**config.mk**
```make
export PLATFORM = sky130hd
export DESIGN_NAME = three_way_quicksort
export DESIGN_NICKNAME = d
export VERILOG_FILES = /design/src/rtl/twqs_pkg.sv /design/src/rtl/three_way_quicksort.sv /design/src/rtl/twqs_ram.sv /design/src/rtl/twqs_ctrl.sv /design/src/rtl/twqs_dpath.sv
export SDC_FILE = /design/constraint.sdc
export NUM_CORES = 2
export LEC_CHECK = 0
export BUFFER_PORTS_ARGS = -buffer_cell sky130_fd_sc_hd__buf_2
export CELL_PAD_IN_SITES_DETAIL_PLACEMENT = 1
export CELL_PAD_IN_SITES_GLOBAL_PLACEMENT = 1
export CORE_MARGIN = 3
export CORE_UTILIZATION = 49
export DETAILED_ROUTE_END_ITERATION = 7
export PLACE_DENSITY_LB_ADDON = 0.12
export SYNTH_ARGS = -nofsm -noshare
export SYNTH_HDL_FRONTEND = slang
export SYNTH_SLANG_ARGS = --single-unit
```
**constraint.sdc**
```tcl
create_clock -name clk -period 6.3 [get_ports clk]
set_input_delay 1.26 -clock clk [delete_from_list [all_inputs] [get_ports clk]]
set_output_delay 1.26 -clock clk [all_outputs]
set_load 0.03 [all_outputs]
```
**src/rtl/twqs_pkg.sv**
```systemverilog
// ----------------------------------------------------------------------------
// twqs_pkg
// shared types, constants and datapath command codes of the quicksort block
// ----------------------------------------------------------------------------
package twqs_pkg;

  localparam int ELEM_W           = 32;
  localparam int MAX_ELEMENTS_DEF = 64;
  localparam int LFSR_W           = 16;

  localparam logic [LFSR_W-1:0] LFSR_SEED = 16'hACE1;
  localparam logic [LFSR_W-1:0] LFSR_TAPS = 16'hB400;

  typedef struct packed {
    logic signed [ELEM_W-1:0] element;
    logic                     final_element;
  } in_item_t;

  typedef struct packed {
    logic signed [ELEM_W-1:0] sorted_value;
    logic                     end_of_set;
    logic                     overflow;
  } out_item_t;

  // one datapath command per cycle
  typedef enum logic [4:0] {
    OP_NONE,
    OP_LOAD,
    OP_INIT,
    OP_POP,
    OP_RANGE,
    OP_PIV_MUL,
    OP_PIV_RD,
    OP_PIV_SET,
    OP_SCAN_RD,
    OP_LESS_WR,
    OP_LESS_FIN,
    OP_GT_RD,
    OP_GT_WR1,
    OP_GT_WR2,
    OP_EQ_INC,
    OP_PUSH_LO,
    OP_PUSH_HI,
    OP_EMIT_RD,
    OP_CLEAR
  } dp_op_t;

  typedef struct packed {
    logic sp_zero;
    logic range_ok;
    logic scan_more;
    logic less;
    logic greater;
    logic emit_last;
  } dp_status_t;

endpackage

```
**src/rtl/three_way_quicksort.sv**
```systemverilog
// ----------------------------------------------------------------------------
// three_way_quicksort
// loads a set of signed elements, sorts it with three-way partition quicksort
// on an explicit range stack, then streams the set out in ascending order
// ----------------------------------------------------------------------------
//
//   channel  ports                      transfer when
//   -------  -------------------------  -----------------------------------
//   input    start, busy, in_data       start high and busy low
//   result   out_valid, out_data        out_valid high (one cycle each)
//
// a load is taken in the cycle it is offered and loads can come back to back
// the final element raises busy through init, the sort, the emission and the clear
// partition steps compare an element, swap a less or greater one, one ram write port
// each popped range is checked; a partitioned one gets a pivot, a scan and the pushes
// emission streams the results on consecutive cycles that cannot be held off
// rst_n is synchronous and active low; the stores need no clearing pass
//
module three_way_quicksort
  import twqs_pkg::*;
#(
  parameter int MAX_ELEMENTS = MAX_ELEMENTS_DEF
) (
  input  logic      clk,
  input  logic      rst_n,
  input  logic      start,
  output logic      busy,
  input  in_item_t  in_data,
  output logic      out_valid,
  output out_item_t out_data
);

  // command and status between sequencer and datapath
  dp_op_t     op;
  dp_status_t status;

  // sequencer: load, pop range, pick pivot, scan, push subranges, emit
  twqs_ctrl u_ctrl (
    .clk           (clk),
    .rst_n         (rst_n),
    .start         (start),
    .final_element (in_data.final_element),
    .status        (status),
    .op            (op),
    .busy          (busy)
  );

  // datapath: element store, range stack, pointers, lfsr, result port
  twqs_dpath #(
    .MAX_ELEMENTS (MAX_ELEMENTS)
  ) u_dpath (
    .clk       (clk),
    .rst_n     (rst_n),
    .op        (op),
    .in_data   (in_data),
    .status    (status),
    .out_valid (out_valid),
    .out_data  (out_data)
  );

endmodule

```
**src/rtl/twqs_ram.sv**
```systemverilog
// ----------------------------------------------------------------------------
// twqs_ram
// generic ram, one write port, two read ports with registered read data
// ----------------------------------------------------------------------------
module twqs_ram
  import twqs_pkg::*;
#(
  parameter int WIDTH = ELEM_W,
  parameter int DEPTH = MAX_ELEMENTS_DEF
) (
  input  logic                     clk,
  input  logic                     we,
  input  logic [$clog2(DEPTH)-1:0] waddr,
  input  logic [WIDTH-1:0]         wdata,
  input  logic                     re_a,
  input  logic [$clog2(DEPTH)-1:0] raddr_a,
  output logic [WIDTH-1:0]         rdata_a,
  input  logic                     re_b,
  input  logic [$clog2(DEPTH)-1:0] raddr_b,
  output logic [WIDTH-1:0]         rdata_b
);

  logic [WIDTH-1:0] mem_r [DEPTH];
  logic [WIDTH-1:0] rd_a_r;
  logic [WIDTH-1:0] rd_b_r;

  always_ff @(posedge clk) begin
    if (we) begin
      mem_r[waddr] <= wdata;
    end
    if (re_a) begin
      rd_a_r <= mem_r[raddr_a];
    end
    if (re_b) begin
      rd_b_r <= mem_r[raddr_b];
    end
  end

  assign rdata_a = rd_a_r;
  assign rdata_b = rd_b_r;

endmodule

```
**src/rtl/twqs_ctrl.sv**
```systemverilog
// ----------------------------------------------------------------------------
// twqs_ctrl
// sequencer for load, partition loop, range stack and emission
// ----------------------------------------------------------------------------
module twqs_ctrl
  import twqs_pkg::*;
(
  input  logic       clk,
  input  logic       rst_n,
  input  logic       start,
  input  logic       final_element,
  input  dp_status_t status,
  output dp_op_t     op,
  output logic       busy
);

  typedef enum logic [3:0] {
    S_IDLE,
    S_INIT,
    S_POP,
    S_RANGE,
    S_CHECK,
    S_PIV_RD,
    S_PIV_SET,
    S_SCAN,
    S_CMP,
    S_LESS_FIN,
    S_GT_WR1,
    S_GT_WR2,
    S_PUSH_HI,
    S_EMIT,
    S_DONE
  } state_t;

  state_t state_r, state_nxt;
  logic   busy_r, busy_nxt;

  always_comb begin
    state_nxt = state_r;
    op        = OP_NONE;
    unique case (state_r)
      S_IDLE: begin
        if (start) begin
          op = OP_LOAD;
          if (final_element) begin
            state_nxt = S_INIT;
          end
        end
      end
      S_INIT: begin
        op        = OP_INIT;
        state_nxt = S_POP;
      end
      S_POP: begin
        if (status.sp_zero) begin
          state_nxt = S_EMIT;
        end else begin
          op        = OP_POP;
          state_nxt = S_RANGE;
        end
      end
      S_RANGE: begin
        op        = OP_RANGE;
        state_nxt = S_CHECK;
      end
      S_CHECK: begin
        if (status.range_ok) begin
          op        = OP_PIV_MUL;
          state_nxt = S_PIV_RD;
        end else begin
          state_nxt = S_POP;
        end
      end
      S_PIV_RD: begin
        op        = OP_PIV_RD;
        state_nxt = S_PIV_SET;
      end
      S_PIV_SET: begin
        op        = OP_PIV_SET;
        state_nxt = S_SCAN;
      end
      S_SCAN: begin
        if (status.scan_more) begin
          op        = OP_SCAN_RD;
          state_nxt = S_CMP;
        end else begin
          op        = OP_PUSH_LO;
          state_nxt = S_PUSH_HI;
        end
      end
      S_CMP: begin
        if (status.less) begin
          op        = OP_LESS_WR;
          state_nxt = S_LESS_FIN;
        end else if (status.greater) begin
          op        = OP_GT_RD;
          state_nxt = S_GT_WR1;
        end else begin
          op        = OP_EQ_INC;
          state_nxt = S_SCAN;
        end
      end
      S_LESS_FIN: begin
        op        = OP_LESS_FIN;
        state_nxt = S_SCAN;
      end
      S_GT_WR1: begin
        op        = OP_GT_WR1;
        state_nxt = S_GT_WR2;
      end
      S_GT_WR2: begin
        op        = OP_GT_WR2;
        state_nxt = S_SCAN;
      end
      S_PUSH_HI: begin
        op        = OP_PUSH_HI;
        state_nxt = S_POP;
      end
      S_EMIT: begin
        op = OP_EMIT_RD;
        if (status.emit_last) begin
          state_nxt = S_DONE;
        end
      end
      S_DONE: begin
        op        = OP_CLEAR;
        state_nxt = S_IDLE;
      end
      default: begin
        state_nxt = S_IDLE;
      end
    endcase
    busy_nxt = (state_nxt != S_IDLE);
  end

  always_ff @(posedge clk) begin
    if (!rst_n) begin
      state_r <= S_IDLE;
      busy_r  <= 1'b0;
    end else begin
      state_r <= state_nxt;
      busy_r  <= busy_nxt;
    end
  end

  assign busy = busy_r;

endmodule

```
**src/rtl/twqs_dpath.sv**
```systemverilog
// ----------------------------------------------------------------------------
// twqs_dpath
// element store, range stack, partition pointers, pivot lfsr and result port
// ----------------------------------------------------------------------------
module twqs_dpath
  import twqs_pkg::*;
#(
  parameter int MAX_ELEMENTS = MAX_ELEMENTS_DEF
) (
  input  logic       clk,
  input  logic       rst_n,
  input  dp_op_t     op,
  input  in_item_t   in_data,
  output dp_status_t status,
  output logic       out_valid,
  output out_item_t  out_data
);

  localparam int IDX_W  = $clog2(MAX_ELEMENTS);
  localparam int CNT_W  = $clog2(MAX_ELEMENTS + 1);
  localparam int STK_W  = 2 * IDX_W;
  localparam int SPAN_W = IDX_W + 1;
  localparam int PROD_W = IDX_W + SPAN_W;
  localparam logic [CNT_W-1:0] MAX_CNT = CNT_W'(MAX_ELEMENTS);
  localparam logic [CNT_W-1:0] ONE     = CNT_W'(1);

  logic [CNT_W-1:0]  count_r, count_nxt;
  logic              ovf_r, ovf_nxt;
  logic [CNT_W-1:0]  sp_r, sp_nxt;
  logic [IDX_W-1:0]  lo_r, lo_nxt;
  logic [IDX_W-1:0]  hi_r, hi_nxt;
  logic [CNT_W-1:0]  lt_r, lt_nxt;
  logic [CNT_W-1:0]  i_r, i_nxt;
  logic [CNT_W-1:0]  gt_r, gt_nxt;
  logic [CNT_W-1:0]  k_r, k_nxt;
  logic [ELEM_W-1:0] pivot_r, pivot_nxt;
  logic [LFSR_W-1:0] lfsr_r, lfsr_nxt;
  logic [PROD_W-1:0] prod_r, prod_nxt;
  logic              emit_pend_r, emit_pend_nxt;
  logic              last_r, last_nxt;

  logic              e_we, e_re_a, e_re_b;
  logic [IDX_W-1:0]  e_waddr, e_raddr_a, e_raddr_b;
  logic [ELEM_W-1:0] e_wdata, e_rdata_a, e_rdata_b;
  logic              s_we, s_re;
  logic [IDX_W-1:0]  s_waddr, s_raddr;
  logic [STK_W-1:0]  s_wdata, s_rdata;

  logic [SPAN_W-1:0] span;
  logic [SPAN_W-1:0] piv_off;
  logic [IDX_W-1:0]  piv_addr;
  logic [CNT_W-1:0]  lo_ext, hi_ext, sp_m1, gt_m1;
  logic              stk_room;

  assign lo_ext   = CNT_W'(lo_r);
  assign hi_ext   = CNT_W'(hi_r);
  assign sp_m1    = sp_r - ONE;
  assign gt_m1    = gt_r - ONE;
  assign stk_room = (sp_r < MAX_CNT);
  assign span     = SPAN_W'(hi_r) - SPAN_W'(lo_r) + SPAN_W'(1);
  // scaled lfsr sample, always below the span
  assign piv_off  = prod_r[PROD_W-1:IDX_W];
  assign piv_addr = lo_r + piv_off[IDX_W-1:0];

  assign status.sp_zero   = (sp_r == '0);
  assign status.range_ok  = (lo_r < hi_r);
  assign status.scan_more = (i_r < gt_r);
  assign status.less      = ($signed(e_rdata_a) < $signed(pivot_r));
  assign status.greater   = ($signed(pivot_r) < $signed(e_rdata_a));
  assign status.emit_last = (k_r == count_r - ONE);

  always_comb begin
    count_nxt     = count_r;
    ovf_nxt       = ovf_r;
    sp_nxt        = sp_r;
    lo_nxt        = lo_r;
    hi_nxt        = hi_r;
    lt_nxt        = lt_r;
    i_nxt         = i_r;
    gt_nxt        = gt_r;
    k_nxt         = k_r;
    pivot_nxt     = pivot_r;
    lfsr_nxt      = lfsr_r;
    prod_nxt      = prod_r;
    emit_pend_nxt = 1'b0;
    last_nxt      = last_r;

    e_we      = 1'b0;
    e_waddr   = i_r[IDX_W-1:0];
    e_wdata   = e_rdata_a;
    e_re_a    = 1'b0;
    e_raddr_a = i_r[IDX_W-1:0];
    e_re_b    = 1'b0;
    e_raddr_b = lt_r[IDX_W-1:0];
    s_we      = 1'b0;
    s_waddr   = sp_r[IDX_W-1:0];
    s_wdata   = {lo_r, hi_r};
    s_re      = 1'b0;
    s_raddr   = sp_m1[IDX_W-1:0];

    unique case (op)
      OP_NONE: begin
      end
      OP_LOAD: begin
        if (count_r < MAX_CNT) begin
          e_we      = 1'b1;
          e_waddr   = count_r[IDX_W-1:0];
          e_wdata   = in_data.element;
          count_nxt = count_r + ONE;
        end else begin
          ovf_nxt = 1'b1;
        end
      end
      OP_INIT: begin
        k_nxt  = '0;
        sp_nxt = '0;
        if (count_r > ONE) begin
          s_we    = 1'b1;
          s_waddr = '0;
          s_wdata = {IDX_W'(0), IDX_W'(count_r - ONE)};
          sp_nxt  = ONE;
        end
      end
      OP_POP: begin
        s_re   = 1'b1;
        sp_nxt = sp_m1;
      end
      OP_RANGE: begin
        lo_nxt = s_rdata[STK_W-1:IDX_W];
        hi_nxt = s_rdata[IDX_W-1:0];
      end
      OP_PIV_MUL: begin
        prod_nxt = PROD_W'(lfsr_r[IDX_W-1:0]) * PROD_W'(span);
      end
      OP_PIV_RD: begin
        e_re_a    = 1'b1;
        e_raddr_a = piv_addr;
      end
      OP_PIV_SET: begin
        pivot_nxt = e_rdata_a;
        lfsr_nxt  = {1'b0, lfsr_r[LFSR_W-1:1]} ^ (lfsr_r[0] ? LFSR_TAPS : '0);
        lt_nxt    = lo_ext;
        i_nxt     = lo_ext;
        gt_nxt    = hi_ext + ONE;
      end
      OP_SCAN_RD: begin
        e_re_a    = 1'b1;
        e_raddr_a = i_r[IDX_W-1:0];
        e_re_b    = 1'b1;
        e_raddr_b = lt_r[IDX_W-1:0];
      end
      OP_LESS_WR: begin
        e_we    = 1'b1;
        e_waddr = lt_r[IDX_W-1:0];
        e_wdata = e_rdata_a;
      end
      OP_LESS_FIN: begin
        e_we    = 1'b1;
        e_waddr = i_r[IDX_W-1:0];
        e_wdata = e_rdata_b;
        lt_nxt  = lt_r + ONE;
        i_nxt   = i_r + ONE;
      end
      OP_GT_RD: begin
        e_re_b    = 1'b1;
        e_raddr_b = gt_m1[IDX_W-1:0];
        gt_nxt    = gt_m1;
      end
      OP_GT_WR1: begin
        e_we    = 1'b1;
        e_waddr = i_r[IDX_W-1:0];
        e_wdata = e_rdata_b;
      end
      OP_GT_WR2: begin
        e_we    = 1'b1;
        e_waddr = gt_r[IDX_W-1:0];
        e_wdata = e_rdata_a;
      end
      OP_EQ_INC: begin
        i_nxt = i_r + ONE;
      end
      OP_PUSH_LO: begin
        if (lt_r > lo_ext && stk_room) begin
          s_we    = 1'b1;
          s_wdata = {lo_r, IDX_W'(lt_r - ONE)};
          sp_nxt  = sp_r + ONE;
        end
      end
      OP_PUSH_HI: begin
        if (gt_r < hi_ext && stk_room) begin
          s_we    = 1'b1;
          s_wdata = {gt_r[IDX_W-1:0], hi_r};
          sp_nxt  = sp_r + ONE;
        end
      end
      OP_EMIT_RD: begin
        e_re_a        = 1'b1;
        e_raddr_a     = k_r[IDX_W-1:0];
        k_nxt         = k_r + ONE;
        emit_pend_nxt = 1'b1;
        last_nxt      = status.emit_last;
      end
      OP_CLEAR: begin
        count_nxt = '0;
        ovf_nxt   = 1'b0;
        sp_nxt    = '0;
      end
      default: begin
      end
    endcase
  end

  always_ff @(posedge clk) begin
    if (!rst_n) begin
      count_r     <= '0;
      ovf_r       <= 1'b0;
      sp_r        <= '0;
      lfsr_r      <= LFSR_SEED;
      emit_pend_r <= 1'b0;
    end else begin
      count_r     <= count_nxt;
      ovf_r       <= ovf_nxt;
      sp_r        <= sp_nxt;
      lfsr_r      <= lfsr_nxt;
      emit_pend_r <= emit_pend_nxt;
    end
  end

  always_ff @(posedge clk) begin
    lo_r    <= lo_nxt;
    hi_r    <= hi_nxt;
    lt_r    <= lt_nxt;
    i_r     <= i_nxt;
    gt_r    <= gt_nxt;
    k_r     <= k_nxt;
    pivot_r <= pivot_nxt;
    prod_r  <= prod_nxt;
    last_r  <= last_nxt;
  end

  twqs_ram #(
    .WIDTH (ELEM_W),
    .DEPTH (MAX_ELEMENTS)
  ) u_elem_ram (
    .clk     (clk),
    .we      (e_we),
    .waddr   (e_waddr),
    .wdata   (e_wdata),
    .re_a    (e_re_a),
    .raddr_a (e_raddr_a),
    .rdata_a (e_rdata_a),
    .re_b    (e_re_b),
    .raddr_b (e_raddr_b),
    .rdata_b (e_rdata_b)
  );

  twqs_ram #(
    .WIDTH (STK_W),
    .DEPTH (MAX_ELEMENTS)
  ) u_stack_ram (
    .clk     (clk),
    .we      (s_we),
    .waddr   (s_waddr),
    .wdata   (s_wdata),
    .re_a    (s_re),
    .raddr_a (s_raddr),
    .rdata_a (s_rdata),
    .re_b    (1'b0),
    .raddr_b ('0),
    .rdata_b ()
  );

  assign out_valid             = emit_pend_r;
  assign out_data.sorted_value = $signed(e_rdata_a);
  assign out_data.end_of_set   = last_r;
  assign out_data.overflow     = ovf_r;

endmodule

```
Yosys cells after proc, flatten, opt, wreduce, memory -nomap -nowiden
Memories as Yosys holds them, arrays and structs flattened. A register that Yosys moved wholly into a read port is not among the register bits.
Cells that the tools add are included.
{ "word_totals": {"inputBits": 36, "ff_bits": 122, "ram_bits": 2816, "elab_cells": 155, "output_inout_bits": 36, "memories": 2} }
{ "classes": {"eq_ne": 37, "n_reduce_logical": 21, "order_cmp": 9, "muxes": 55, "n_bitwise": 1, "add_sub_neg": 13, "mul": 1} }
{ "mem_list": {"columns": ["name", "words", "word_bits", "rd", "rd_ports_with_merged_regs", "wr", "line_no", "source"], "rows": [
  ["u_dpath.u_elem_ram.mem_r", 64, 32, 2, 2, 1, "twqs_ram.sv:23", "logic [WIDTH-1:0] mem_r [DEPTH];"],
  ["u_dpath.u_stack_ram.mem_r", 64, 12, 1, 1, 1, "twqs_ram.sv:23", null]
]} }
{ "op_table": {"columns": ["op", "n"], "rows": [
  ["$pmux 5 s15", 1],
  ["$pmux 7 s2", 5],
  ["$lt 32x32->1", 2],
  ["$pmux 32 s2", 1],
  ["$pmux 4 s11", 1],
  ["$add 7x1->7 const B", 6],
  ["$eq 5x4->1 const B", 8],
  ["$pmux 12 s3", 1],
  ["$pmux 7 s5", 1],
  ["$mux 32", 1],
  ["$mux 6", 5],
  ["$eq 4x4->1 const B", 7],
  ["$mux 12", 2],
  ["$mux 4", 6],
  ["$mux 7", 3],
  ["$sub 7x1->7 const B", 3],
  ["$eq 5x3->1 const B", 4],
  ["$pmux 6 s3", 1],
  ["$eq 4x3->1 const B", 4],
  ["$mux 16", 1],
  ["$xor 15x16->16", 1],
  ["$eq 5x5->1 const B", 3],
  ["$mux 1", 15],
  ["$mux 3", 5],
  ["34 further kinds", 50]
]} }

Logic depth before layout (Yosys ltp)
{ "depth": {"depth_word": 9, "mapped_depth": 24} }

Cells and area by module
From an unflattened synthesis, not the netlist that was laid out.
{ "hier_totals": {"cells_unflattened": 7294, "area_unflattened_um2": 142614.3} }
{ "modules_own_cells": {"columns": ["module", "cells_each", "instances", "seq_area_each_um2", "area_each_um2"], "rows": [
  ["twqs_ram (u_dpath.u_elem_ram)", 4412, 1, 63420.8, 96301.1],
  ["twqs_ram (u_dpath.u_stack_ram)", 1807, 1, 23782.8, 36532.5],
  ["twqs_dpath", 1003, 1, 3012.9, 9247.6],
  ["twqs_ctrl", 72, 1, 100.1, 533.0]
]} }

Least setup slack after synthesis
No wires, ideal clock.
{ "synth_path": {"path_kind": "register to register", "start": "register u_dpath.sp_r[0]", "end": "memory u_dpath.u_elem_ram.mem_r[50][0] in the netlist's numbering, enable pin", "path_buffers": 5, "period_less_slack_ns": 6.006, "required_ns": 5.879, "setup_time_ns": 0.421, "path_slack_ns": 0.294, "t_arrival_ns": 5.585, "path_stages_with_launch": 20, "cell_sequence": "dfxtp_1 -> clkbuf_1 -> clkbuf_1 -> buf_1 -> clkbuf_1 -> inv_1 -> ha_1 -> nor3b_2 -> nand2_1 -> o211ai_2 -> inv_2 -> or4_1 -> nor2_1 -> o211a_2 -> nor4_2 -> a221o_1 -> nor2b_1 -> nand2b_1 -> clkbuf_1 -> nor2_1"} }
{ "synth_via": {"elab_chain_len": 8, "elab_cells_between_ends": 13, "cone_classes": "eq/ne: 5; mux: 6; reduce/logical: 2"} }
{ "synth_rtl": {"columns": ["element", "line_no", "source"], "rows": [
  ["start, declared", "twqs_dpath.sv:29", "logic [CNT_W-1:0] sp_r, sp_nxt;"],
  ["start signal, assigned", "twqs_dpath.sv:223", "sp_r <= sp_nxt;"],
  ["$logic_not 7->1 (*)", "twqs_dpath.sv:65", "assign status.sp_zero = (sp_r == '0);"],
  ["$mux 2 (*)", "twqs_ctrl.sv:55", "if (status.sp_zero) begin"],
  ["$pmux 5 s15 (*)", "twqs_ctrl.sv:41", "unique case (state_r)"],
  ["$eq 5x4->1", "twqs_dpath.sv:101", "unique case (op)"],
  ["$reduce_or 4->1 (no line)", null, null],
  ["$pmux 1 s2", "twqs_dpath.sv:101", null],
  ["$mux 1", "twqs_ram.sv:28", "if (we) begin"],
  ["$mux 1 (implied by the code)", "twqs_ram.sv:29", "mem_r[waddr] <= wdata;"],
  ["end, declared", "twqs_ram.sv:23", null]
]} }
Mark *: on every way between the ends. The rest lies on a longest branch, timed or not.

Worst setup path in the final report
{ "layout_path": {"start": "register u_dpath.u_elem_ram.rd_a_r[4] (netlist: u_dpath.u_elem_ram.rdata_a[4]), read port of u_dpath.u_elem_ram.mem_r", "end": "memory u_dpath.u_elem_ram.mem_r[41][25] in the netlist's numbering, enable pin"} }
{ "layout_via": {"elab_chain_len": 9, "elab_cells_between_ends": 15, "cone_classes": "order compare: 2; eq/ne: 5; mux: 7; reduce/logical: 1"} }
{ "layout_rtl": {"columns": ["element", "line_no", "source"], "rows": [
  ["start, declared", "twqs_ram.sv:24", "logic [WIDTH-1:0] rd_a_r;"],
  ["$lt 32x32->1", "twqs_dpath.sv:69", "assign status.greater = ($signed(pivot_r) < $signed(e_rdata_a));"],
  ["$mux 3", "twqs_ctrl.sv:95", "end else if (status.greater) begin"],
  ["$mux 5 (*)", "twqs_ctrl.sv:92", "if (status.less) begin"],
  ["$pmux 5 s15 (*)", "twqs_ctrl.sv:41", null],
  ["$eq 5x4->1", "twqs_dpath.sv:101", null],
  ["$reduce_or 4->1 (no line)", null, null],
  ["$pmux 1 s2", "twqs_dpath.sv:101", null],
  ["$mux 1", "twqs_ram.sv:28", null],
  ["$mux 1 (implied by the code)", "twqs_ram.sv:29", null]
]} }
Marked as above.

==> results.yml <==
global_routing:
  grt_max_degree: 104
  grt-ovfl-total: 0
  grt_pass1_vias: 96882
  antenna_found_initial: 27
  grtUsageTotal_pct: 35.7
  grt_pass1_wl_um: 727000
hold_path:
  hp-class: "flip-flop to flip-flop"
critical_path:
  cp_num_buf_inv: 4
  cp-end-kind: "flip-flop"
  crit_path_start_kind: "flip-flop"
  worst-path-max-fanout: 22
  critPathMostFrequentCell: "buf_4"
  cpLargestDelayFamily: "simple AND/OR/NAND/NOR gates"
  crit_type: "flip-flop to flip-flop"
  cp_slowest_stage_delay_ns: 0.67
  path_cells: "buf_4, ha_1, nand4_1, nor3_4, o21ai_1, nand4_1, buf_4, a21oi_2, mux2i_2, nand2_1, nor4_2, a221oi_1, nor2_1, nand2_1, buf_4, nor2_4, buf_12"
  slowest_stage: "nor4_2"
  arrival_ns: 6.57
  crit_required_ns: 6.86
drt:
  drcViolationCount: 0
  vias: 95139
  first_pass_iters: 8
  post_drt_wl_per_cell_um: 37.4
  finalWirelength_um: 516000
  first_iter_violations: 13972
  ant_nets: 0
  viasPerCell: 6.90
clock_network:
  clock_sinks: 3008
  root_buffer: "clkbuf_16"
  clk_latency_ns: 0.95
  cts_tree: "done"
  h-tree-depth: 5
  ctsLongestPathBuffers: 4
  clk_pin_slew_ns: 0.06
  cts_buffers: 324
  postCtsSetupRepairBufs: 0
pwr:
  power_density_nw_per_um2: 404
  irDropWorstVdd_mv: 0.382
  p_leak_uw: 0.0513
layout:
  multiInputGateArea_sq_um: 44300
  final_area_sq_um: 156000
  nFillCells: 26106
  layout-drive-gt1-share_pct: 19.7
  final_nets: 9979
  area_growth_pct: 14.4
  seq_area_sq_um: 90000
logic_synthesis:
  synth_area_leader_cell: "edfxtp_1"
  yosysSeqAreaShare_pct: 65.9
  synth_nets: 9727
  synth_edf_count: 2971
  syn_area_sq_um: 136000
  async_reset_ff_share_pct: 0
  netlist.area_leader.share_pct: 65.4
  ys.flop_type: "edfxtp_1"
  synth-seq-cells: 3008
  yosysUniqueCellTypes: 79
  synthCells: 9571
  ys_warn_count: 0
  netlist_top_cells_area: "edfxtp_1 (65%), mux4_2 (13%), nand2_1 (6.5%)"
  synth_area_per_cell_sq_um: 14.3
floorplan:
  fp.dieArea_sq_um: 285000
  ios: 72
  die_w_um: 534
  num_rows: 193
  die_h_um: 534
  core_sq_um: 277000
  initial_utilization_pct: 49.3
timing:
  setup_violations: 0
  slew_violations: 0
  finClkSkew_ns: 0.0689
  fin_ws_ns: 0.288
  holdWs_ns: 0.417
  hold_violations: 0
  worst_pin_slew_ns: 1.38
  max_slew_margin_pct: 7.56
  post-route-min-period_ns: 6.01
  clock.fmax_mhz: 166
  min_period_over_period_pct: 95.4
  rsz0062_at_grt: "false"
placement:
  gp_routability_congestion: 0.903
  portBuffers: 71
  placed_cell_area_sq_um: 146000
  pre_cts_slack_ns: -0.157
  detailed_place_hpwl_um: 324000
run_status:
  status: "finished clean"
run:
  cap_violations: 0
-- layout by cell type, fill, tap and decap left out, types with 30 or more instances in the layout --
cell type     n
nand3_1     621
a32oi_1     240
inv_1        91
edfxtp_1   2971
buf_12      183
a211oi_1     89
and3_1       48
xnor2_1      47
and2_1       83
ha_1         97
a21oi_1     362
a22oi_1      55
nor2_4       71
buf_4       366
buf_2        71
nor2_1      137
nand4_1     270
clkbuf_16   332
clkinv_1     67
or2_1        32
clkinv_2     59
clkbuf_1     72
dfxtp_1      36
nor3_1       32
mux4_2      764
nand2_1    2348
a31oi_1     112
a311oi_1     73
o21ai_0      30
-- report_power, final --
part	leakage, uW	internal (uW)	switching [uW]
logic	0.0192	5260	12500
registers	0.0271	26200	537
clock network	0.00495	10600	8040
-- area by class of cell --
| type | instances | share of cell area (%) |
|---|---|---|
| clock inverters | 173 | 0.975 |
| flip-flops and latches | 3008 | 57.6 |
| well taps | 3705 | 2.97 |
| clock buffers | 405 | 5.50 |
| multi-input cells | 5775 | 28.4 |
| inverters | 94 | 0.226 |
| diodes | 6 | 0.00962 |
| repair buffers | 620 | 4.33 |
-- cells by family (layout without fill, tap and decap cells) --
logic type | count (synthesis) | in the layout | synth area share (%)
and+or+nand+nor | 3725 | 3725 | 11.8
xor gates and xnor gates | 74 | 74 | 0.475
adders and majority gates | 120 | 120 | 1.22
AOI/OAI and AO/OA | 1066 | 1066 | 5.36
muxes | 790 | 790 | 12.8
DFF | 3008 | 3008 | 65.9
buffers and inverters | 788 | 1292 | 2.43
other | 0 | 6 | 0
-- repair_timing --
| action | 4_1_cts | 5_1_grt |
|---|---|---|
| gates resized for setup | 1 | 1 |
| gates cloned | 0 | 0 |
| hold buffers | 0 | 0 |
| endpoints found under the setup margin | 356 | 175 |
-- through the flow --
step	instances	utilization (%)	setup TNS, ns	power, uW
4_1_cts	13780	56.4	0	63000
6_report	13786	56.4	0	63100
3_5_place_dp	13202	52.7	-12.73	44500
5_1_grt	13784	56.4	0	64900
2_1_floorplan	9571	-	0	36600
3_3_place_gp	13202	52.7	-0.530	44000
-- synth_stat cells, types with 50 or more instances --
master,n
a22oi_1,55
nor2_1,213
ha_1,98
a211oi_1,89
a21oi_1,366
mux4_2,764
nand4_1,270
a31oi_1,112
nand3_1,621
buf_2,259
a311oi_1,74
nand2_1,2359
and2_1,83
a32oi_1,240
clkbuf_1,348
xnor2_1,50
buf_1,79
inv_1,91
edfxtp_1,2971
-- sequential cells by signal (all words and copies together) (netlist names), 7 cells and up --
name                         flops
u_dpath.u_elem_ram.mem_r      2048
u_dpath.u_stack_ram.mem_r      768
u_dpath.pivot_r                 32
u_dpath.u_elem_ram.rdata_a      32
u_dpath.u_elem_ram.rdata_b      32
u_dpath.lfsr_r                  16
u_dpath.u_stack_ram.rdata_a     12
u_dpath.count_r                  7
u_dpath.gt_r                     7
u_dpath.i_r                      7
u_dpath.k_r                      7
u_dpath.lt_r                     7
u_dpath.sp_r                     7
-- per-layer routing --
metal  track usage [%]  part of all wire (%)  vias up
met1              48.1                    37    49858
met4              19.3                   6.4       14
met3              8.02                    11     1372
met2              54.3                    45     6305
li1                  -                     -    37590
met5                 0                 0.020        -
-- path summary, 6_finish.rpt --
kind / start / depth (start not counted) / end / slack (ns)
hold reg to reg: u_dpath.u_stack_ram.rdata_a[5] / 0 / u_dpath.hi_r[5] / 0.42
setup reg to reg: u_dpath.u_elem_ram.rdata_a[4] / 17 / u_dpath.u_elem_ram.mem_r[41][25] / 0.29
setup / recovery: u_dpath.u_elem_ram.rdata_a[4] / 17 / u_dpath.u_elem_ram.mem_r[41][25] / 0.29
hold / removal: u_dpath.u_stack_ram.rdata_a[5] / 0 / u_dpath.hi_r[5] / 0.42
Note: power is estimated with default switching activity, not from simulation.
